==> config.mk <==
export PLATFORM = sky130hd
export DESIGN_NAME = mme_ctrl
export DESIGN_NICKNAME = d
export VERILOG_FILES = /design/src/hw/rtl/mme_pkg.sv /design/src/hw/rtl/mme_ctrl.sv
export SDC_FILE = /design/constraint.sdc
export NUM_CORES = 1
export LEC_CHECK = 0
export BUFFER_PORTS_ARGS = -buffer_cell sky130_fd_sc_hd__buf_4
export CELL_PAD_IN_SITES_DETAIL_PLACEMENT = 1
export CELL_PAD_IN_SITES_GLOBAL_PLACEMENT = 2
export CORE_ASPECT_RATIO = 1.1
export CORE_UTILIZATION = 34
export CTS_BUF_LIST = sky130_fd_sc_hd__clkbuf_2
export CTS_CLUSTER_SIZE = 12
export DETAILED_ROUTE_END_ITERATION = 8
export GPL_TIMING_DRIVEN = 0
export PLACE_DENSITY_LB_ADDON = 0.1
export REMOVE_ABC_BUFFERS = 1
export SYNTH_ARGS = -nofsm -noshare
export SYNTH_HDL_FRONTEND = slang
export SYNTH_SLANG_ARGS = --single-unit
==> constraint.sdc <==
create_clock -name clk -period 2.85 [get_ports clk]
set_input_delay 0.285 -clock clk [delete_from_list [all_inputs] [get_ports clk]]
set_output_delay 0.285 -clock clk [all_outputs]
set_load 0.03 [all_outputs]
==> src/hw/rtl/mme_pkg.sv <==
package mme_pkg;

    localparam int ACTION_W = 2;
    localparam int INDEX_W  = 3;
    localparam int VALUE_W  = 32;
    localparam int CFG_W    = 4;
    localparam int CFG_IDX_W = 2;
    localparam int TDATA_W  = 40;

    // action codes carried in s_tuser
    localparam logic [ACTION_W-1:0] ACT_LOAD_A  = 2'd0;
    localparam logic [ACTION_W-1:0] ACT_LOAD_B  = 2'd1;
    localparam logic [ACTION_W-1:0] ACT_COMPUTE = 2'd2;

    // configuration register indexes
    localparam logic [CFG_IDX_W-1:0] CFG_ROWS_A    = 2'd0;
    localparam logic [CFG_IDX_W-1:0] CFG_INNER_DIM = 2'd1;
    localparam logic [CFG_IDX_W-1:0] CFG_COLS_B    = 2'd2;

    localparam logic [CFG_W-1:0] CFG_DIM_RESET = 4'd8;

    typedef struct packed {
        logic               wr_a;
        logic               wr_b;
        logic               issue;
        logic               first;
        logic               last_k;
        logic               emit;
        logic [INDEX_W-1:0] emit_row;
        logic [INDEX_W-1:0] emit_col;
        logic               emit_last;
    } dp_cmd_t;

    typedef struct packed {
        logic fin_valid;
        logic out_free;
    } dp_status_t;

endpackage

==> src/hw/rtl/mme_ctrl.sv <==
module mme_ctrl #(
    parameter int MAX_DIM = 8
) (
    input  logic                          clk,
    input  logic                          rst_n,
    input  logic                          in_valid,
    output logic                          in_ready,
    input  logic [mme_pkg::ACTION_W-1:0]  action,
    input  logic [mme_pkg::INDEX_W-1:0]   elem_row,
    input  logic [mme_pkg::INDEX_W-1:0]   elem_col,
    input  logic                          cfg_we,
    input  logic [mme_pkg::CFG_IDX_W-1:0] cfg_index,
    input  logic [mme_pkg::CFG_W-1:0]     cfg_data,
    input  mme_pkg::dp_status_t           status,
    output mme_pkg::dp_cmd_t              cmd,
    output logic [$clog2(MAX_DIM*MAX_DIM)-1:0] wr_addr,
    output logic [$clog2(MAX_DIM*MAX_DIM)-1:0] rd_addr_a,
    output logic [$clog2(MAX_DIM*MAX_DIM)-1:0] rd_addr_b
);

    localparam int AW = $clog2(MAX_DIM * MAX_DIM);
    localparam int CW = $clog2(MAX_DIM);
    localparam int DW = $clog2(MAX_DIM + 1);

    typedef enum logic [1:0] {
        ST_IDLE,
        ST_ISSUE,
        ST_WAIT,
        ST_EMIT
    } state_t;

    state_t state_reg, state_next;
    logic [CW-1:0] i_reg, i_next, j_reg, j_next, k_reg, k_next;
    logic [DW-1:0] m_reg, m_next, n_reg, n_next, o_reg, o_next;
    logic [mme_pkg::CFG_W-1:0] rows_a_reg, rows_a_next;
    logic [mme_pkg::CFG_W-1:0] inner_dim_reg, inner_dim_next;
    logic [mme_pkg::CFG_W-1:0] cols_b_reg, cols_b_next;

    logic accept, in_range, i_last, j_last, k_last;

    function automatic logic [DW-1:0] eff_dim(input logic [mme_pkg::CFG_W-1:0] d);
        logic [DW-1:0] r;
        if (d == '0)
            r = DW'(1);
        else if (int'(d) > MAX_DIM)
            r = DW'(MAX_DIM);
        else
            r = DW'(d);
        return r;
    endfunction

    assign in_ready = (state_reg == ST_IDLE);
    assign accept   = in_valid && in_ready;
    assign in_range = (int'(elem_row) < MAX_DIM) && (int'(elem_col) < MAX_DIM);
    assign i_last   = (DW'(i_reg) + DW'(1) == m_reg);
    assign j_last   = (DW'(j_reg) + DW'(1) == o_reg);
    assign k_last   = (DW'(k_reg) + DW'(1) == n_reg);

    assign wr_addr   = AW'(int'(elem_row) * MAX_DIM + int'(elem_col));
    assign rd_addr_a = AW'(int'(i_reg) * MAX_DIM + int'(k_reg));
    assign rd_addr_b = AW'(int'(k_reg) * MAX_DIM + int'(j_reg));

    always_comb
    begin
        cmd.wr_a      = accept && (action == mme_pkg::ACT_LOAD_A) && in_range;
        cmd.wr_b      = accept && (action == mme_pkg::ACT_LOAD_B) && in_range;
        cmd.issue     = (state_reg == ST_ISSUE);
        cmd.first     = (k_reg == '0);
        cmd.last_k    = k_last;
        cmd.emit      = (state_reg == ST_EMIT) && status.out_free;
        cmd.emit_row  = mme_pkg::INDEX_W'(i_reg);
        cmd.emit_col  = mme_pkg::INDEX_W'(j_reg);
        cmd.emit_last = i_last && j_last;
    end

    always_comb
    begin
        state_next     = state_reg;
        i_next         = i_reg;
        j_next         = j_reg;
        k_next         = k_reg;
        m_next         = m_reg;
        n_next         = n_reg;
        o_next         = o_reg;
        rows_a_next    = rows_a_reg;
        inner_dim_next = inner_dim_reg;
        cols_b_next    = cols_b_reg;

        if (cfg_we)
        begin
            case (cfg_index)
                mme_pkg::CFG_ROWS_A:    rows_a_next    = cfg_data;
                mme_pkg::CFG_INNER_DIM: inner_dim_next = cfg_data;
                mme_pkg::CFG_COLS_B:    cols_b_next    = cfg_data;
                default: ;
            endcase
        end

        case (state_reg)
            ST_IDLE:
            begin
                if (accept && (action == mme_pkg::ACT_COMPUTE))
                begin
                    // latch clamped dimensions for the whole product
                    m_next     = eff_dim(rows_a_reg);
                    n_next     = eff_dim(inner_dim_reg);
                    o_next     = eff_dim(cols_b_reg);
                    i_next     = '0;
                    j_next     = '0;
                    k_next     = '0;
                    state_next = ST_ISSUE;
                end
            end
            ST_ISSUE:
            begin
                if (k_last)
                    state_next = ST_WAIT;
                else
                    k_next = k_reg + CW'(1);
            end
            ST_WAIT:
            begin
                if (status.fin_valid)
                    state_next = ST_EMIT;
            end
            ST_EMIT:
            begin
                if (status.out_free)
                begin
                    if (i_last && j_last)
                        state_next = ST_IDLE;
                    else
                    begin
                        k_next = '0;
                        if (j_last)
                        begin
                            j_next = '0;
                            i_next = i_reg + CW'(1);
                        end
                        else
                            j_next = j_reg + CW'(1);
                        state_next = ST_ISSUE;
                    end
                end
            end
            default:
                state_next = ST_IDLE;
        endcase
    end

    always_ff @(posedge clk or negedge rst_n)
    begin
        if (!rst_n)
        begin
            state_reg     <= ST_IDLE;
            i_reg         <= '0;
            j_reg         <= '0;
            k_reg         <= '0;
            m_reg         <= DW'(1);
            n_reg         <= DW'(1);
            o_reg         <= DW'(1);
            rows_a_reg    <= mme_pkg::CFG_DIM_RESET;
            inner_dim_reg <= mme_pkg::CFG_DIM_RESET;
            cols_b_reg    <= mme_pkg::CFG_DIM_RESET;
        end
        else
        begin
            state_reg     <= state_next;
            i_reg         <= i_next;
            j_reg         <= j_next;
            k_reg         <= k_next;
            m_reg         <= m_next;
            n_reg         <= n_next;
            o_reg         <= o_next;
            rows_a_reg    <= rows_a_next;
            inner_dim_reg <= inner_dim_next;
            cols_b_reg    <= cols_b_next;
        end
    end

endmodule

==> flow_metrics.env <==
export IMPL_outcome="finished clean"
export IMPL_dr_total_vias=1558
export IMPL_drv_cap=0
export IMPL_drt_iter0_markers=51
export IMPL_synth_seq_cells=35
export IMPL_final_cell_mix="buf_4, dfrtp_1, nand2_1"
export IMPL_hold_buffers=1
export IMPL_overflow=0
export IMPL_mostFrequentLayoutCell="buf_4"
export IMPL_yosys_warnings=0
export IMPL_die_h_um=84.8
export IMPL_cts_setup_buffers=0
export IMPL_layout_nets=258
export IMPL_synthArstFlopShare_pct=100
export IMPL_gp_congestion=0.747
export IMPL_clk_pin_slew_ns=0.19
export IMPL_grt_pass1_vias=1610
export IMPL_p_clk_share_pct=26.4
export IMPL_core_area_um2=5880
export IMPL_grt_busiest_layer="met2"
export IMPL_p_seq_share_pct=63.7
export IMPL_hp_class="in -> reg"
export IMPL_cts_htree_levels=2
export IMPL_rows=29
export IMPL_cts_tree="done"
export IMPL_switching_share_pct=26.3
export IMPL_fin_skew_ns=0.0200
export IMPL_final_fill_count=683
export IMPL_p_per_area_nw_per_um2=365
export IMPL_max_freq_mhz=385
export IMPL_drive_gt1_share_pct=33.9
export IMPL_clock_sinks=35
export IMPL_dieArea_um2=6550
export IMPL_cp_start_kind="register"
export IMPL_synth_edff_count=0
export IMPL_cp_max_fo=8
export IMPL_end_kind="output port"
export IMPL_switching_power_w=0.000232
export IMPL_utilization_pct=41.1
export IMPL_netlist_area_um2=2120
export IMPL_tns_ns=0
export IMPL_grt_pass1_wl_um=8090
export IMPL_cpPeakStageDelay_ns=0.51
export IMPL_regArea_um2=883
export IMPL_p_int_w=0.000650
export IMPL_wl_per_cell_um=15.0
export IMPL_cp_required_ns=2.57
export IMPL_dp_hpwl_um=3530
export IMPL_rsz0062_at_grt="false"
export IMPL_ys_flop_type="dfrtp_1"
export IMPL_p_leak_nw=1.14
export IMPL_post_dp_cell_area_um2=2360
export IMPL_cts_resized_gates=0
export IMPL_fin_area_um2=2410
export IMPL_io_pins=52
export IMPL_hold_viol=0
export IMPL_clockBufferDepth=2
export IMPL_critPathKind="reg -> out"
export IMPL_multi_input_area_um2=1050
export IMPL_ys_seq_area_share_pct=41.7
export IMPL_area_growth_pct=14.0
export IMPL_setup_viol=0
export IMPL_worst_skew_pair_late_latency_ns=0.36
export IMPL_drt_vias_per_instance=5.07
export IMPL_crit_arrival_ns=2.32
export IMPL_worstRegToRegCells=6
export IMPL_antenna_found_initial=0
export IMPL_diodes=0
export IMPL_use_met3_pct=3.70
export IMPL_met1_usage_pct=19.6
export IMPL_ant_nets=0
export IMPL_dp_cells=298
export IMPL_start_util_pct=36.0
export IMPL_drt_first_pass_iters=4
export IMPL_tightest_slew_ns=0.858
export IMPL_grt_max_degree=36
export IMPL_finalCritPeriodShare_pct=91.2
export IMPL_root_buffer="clkbuf_2"
export IMPL_slew_viol_final=0
export IMPL_peakVddDrop_v=0.000266
export IMPL_worstPathCellList="ha_1 -> xor2_1 -> or3_2 -> a21oi_2 -> buf_4"
export IMPL_syn_avg_cell_area_um2=10.5
export IMPL_slew_headroom_pct=42.5
export IMPL_layout_min_cycle_time_ns=2.60
export IMPL_port_buffer_count=39
export IMPL_grt_usage_pct=15.6
export IMPL_die_x_um=77.3
export IMPL_ys_types=49
export IMPL_hold_path_cell_count=2
export IMPL_drt_wl_total_um=4610
export IMPL_cts_buffers=5
export IMPL_grt_use_met2_pct=27.0
export IMPL_route_detailed_drc=0
export IMPL_p_comb_share_pct=10.0
export IMPL_synth_cells=202
export IMPL_crit_path_top_delay_cell="dfrtp_1"
export IMPL_finalNonFillerCells=307
==> Yosys cell counts (2+ instances only) <==
cell type / instances / area, um2
nor3b_1: 2 / 15.0
a211oi_1: 2 / 15.0
a211o_1: 2 / 17.5
o211ai_1: 3 / 22.5
mux2i_1: 3 / 30.0
o41ai_1: 2 / 17.5
nand2b_1: 6 / 37.5
buf_4: 16 / 120
o211a_1: 2 / 20.0
o2111ai_1: 2 / 17.5
mux2_2: 16 / 180
o311ai_0: 2 / 17.5
inv_1: 11 / 41.3
nand3_1: 2 / 10.0
nor3_1: 2 / 10.0
o31ai_1: 4 / 30.0
nand2_1: 18 / 67.6
clkbuf_1: 3 / 11.3
xor2_1: 5 / 43.8
ha_1: 9 / 113
a21oi_1: 2 / 10.0
xnor2_1: 3 / 26.3
dfstp_2: 6 / 158
dfrtp_1: 29 / 726
nor2_1: 11 / 41.3
nand3b_1: 4 / 30.0
o21ai_0: 12 / 60.1
o21a_1: 2 / 15.0
==> critical path, delay by kind of cell, from the launching register on <==
| family | cells | cell delay [ns] |
|---|---|---|
| flip-flops | 1 | 0.51 |
| AND/OR/NAND/NOR | 1 | 0.43 |
| buffers and inverters | 1 | 0.24 |
| AO/OA/AOI/OAI | 1 | 0.36 |
| adder cells (fa/ha/maj) | 1 | 0.26 |
| XOR/XNOR | 1 | 0.17 |
==> worst paths after layout <==
check,from,end,slack [ns]
max in group asynchronous,rst_n,cols_b_reg[3],2.10
worst max-delay path,k_reg[0],cmd[8],0.25
worst max register to register,k_reg[0],state_reg[1],0.50
min in group asynchronous,rst_n,j_reg[0],0.37
worst min register to register,m_reg[0],m_reg[0],0.49
worst min-delay path,cfg_data[0],rows_a_reg[0],0.17
==> logic make-up after synthesis <==
| logic type | count (synthesis) | synth area share, % |
|---|---|---|
| xor gates and xnor gates | 9 | 4.37 |
| and+or+nand+nor | 53 | 12.8 |
| AOI/OAI and AO/OA | 46 | 17.1 |
| DFF | 35 | 41.7 |
| muxes | 19 | 9.92 |
| buffers and inverters | 31 | 8.80 |
| adders and majority gates | 9 | 5.32 |
==> power by group through the flow <==
stage,Clock (W),Sequential [W],Combinational [W]
4_1_cts,0.000254,0.000563,0.0000909
2_1_floorplan,0,0.000562,0.0000528
5_1_grt,0.000272,0.000569,0.000101
6_report,0.000233,0.000562,0.0000878
3_5_place_dp,0,0.000572,0.0000894
3_3_place_gp,0,0.000570,0.0000848
==> through the flow <==
stage          total power, W  setup WS (ns)  hold WS [ns]
6_report             0.000882          0.250         0.171
5_1_grt              0.000942         0.0701         0.118
4_1_cts              0.000907          0.194         0.137
3_5_place_dp         0.000661          0.525         0.274
3_3_place_gp         0.000654          0.581         0.261
2_1_floorplan        0.000615          0.177       -0.0106
==> routing by layer <==
metal	wire, um	vias up
met4	36	0
met1	2050	750
met2	2340	42
met5	0	-
li1	-	761
met3	185	5
==> area by class of cell <==
type	instances	share of cell area, %
Multi-Input combinational cell	136	43.4
Sequential cell	35	36.6
Timing Repair Buffer	40	12.5
Tap cell	77	3.99
Inverter	11	1.71
Clock buffer	6	1.24
Clock inverter	2	0.518
(Power assumes the default switching activity.)
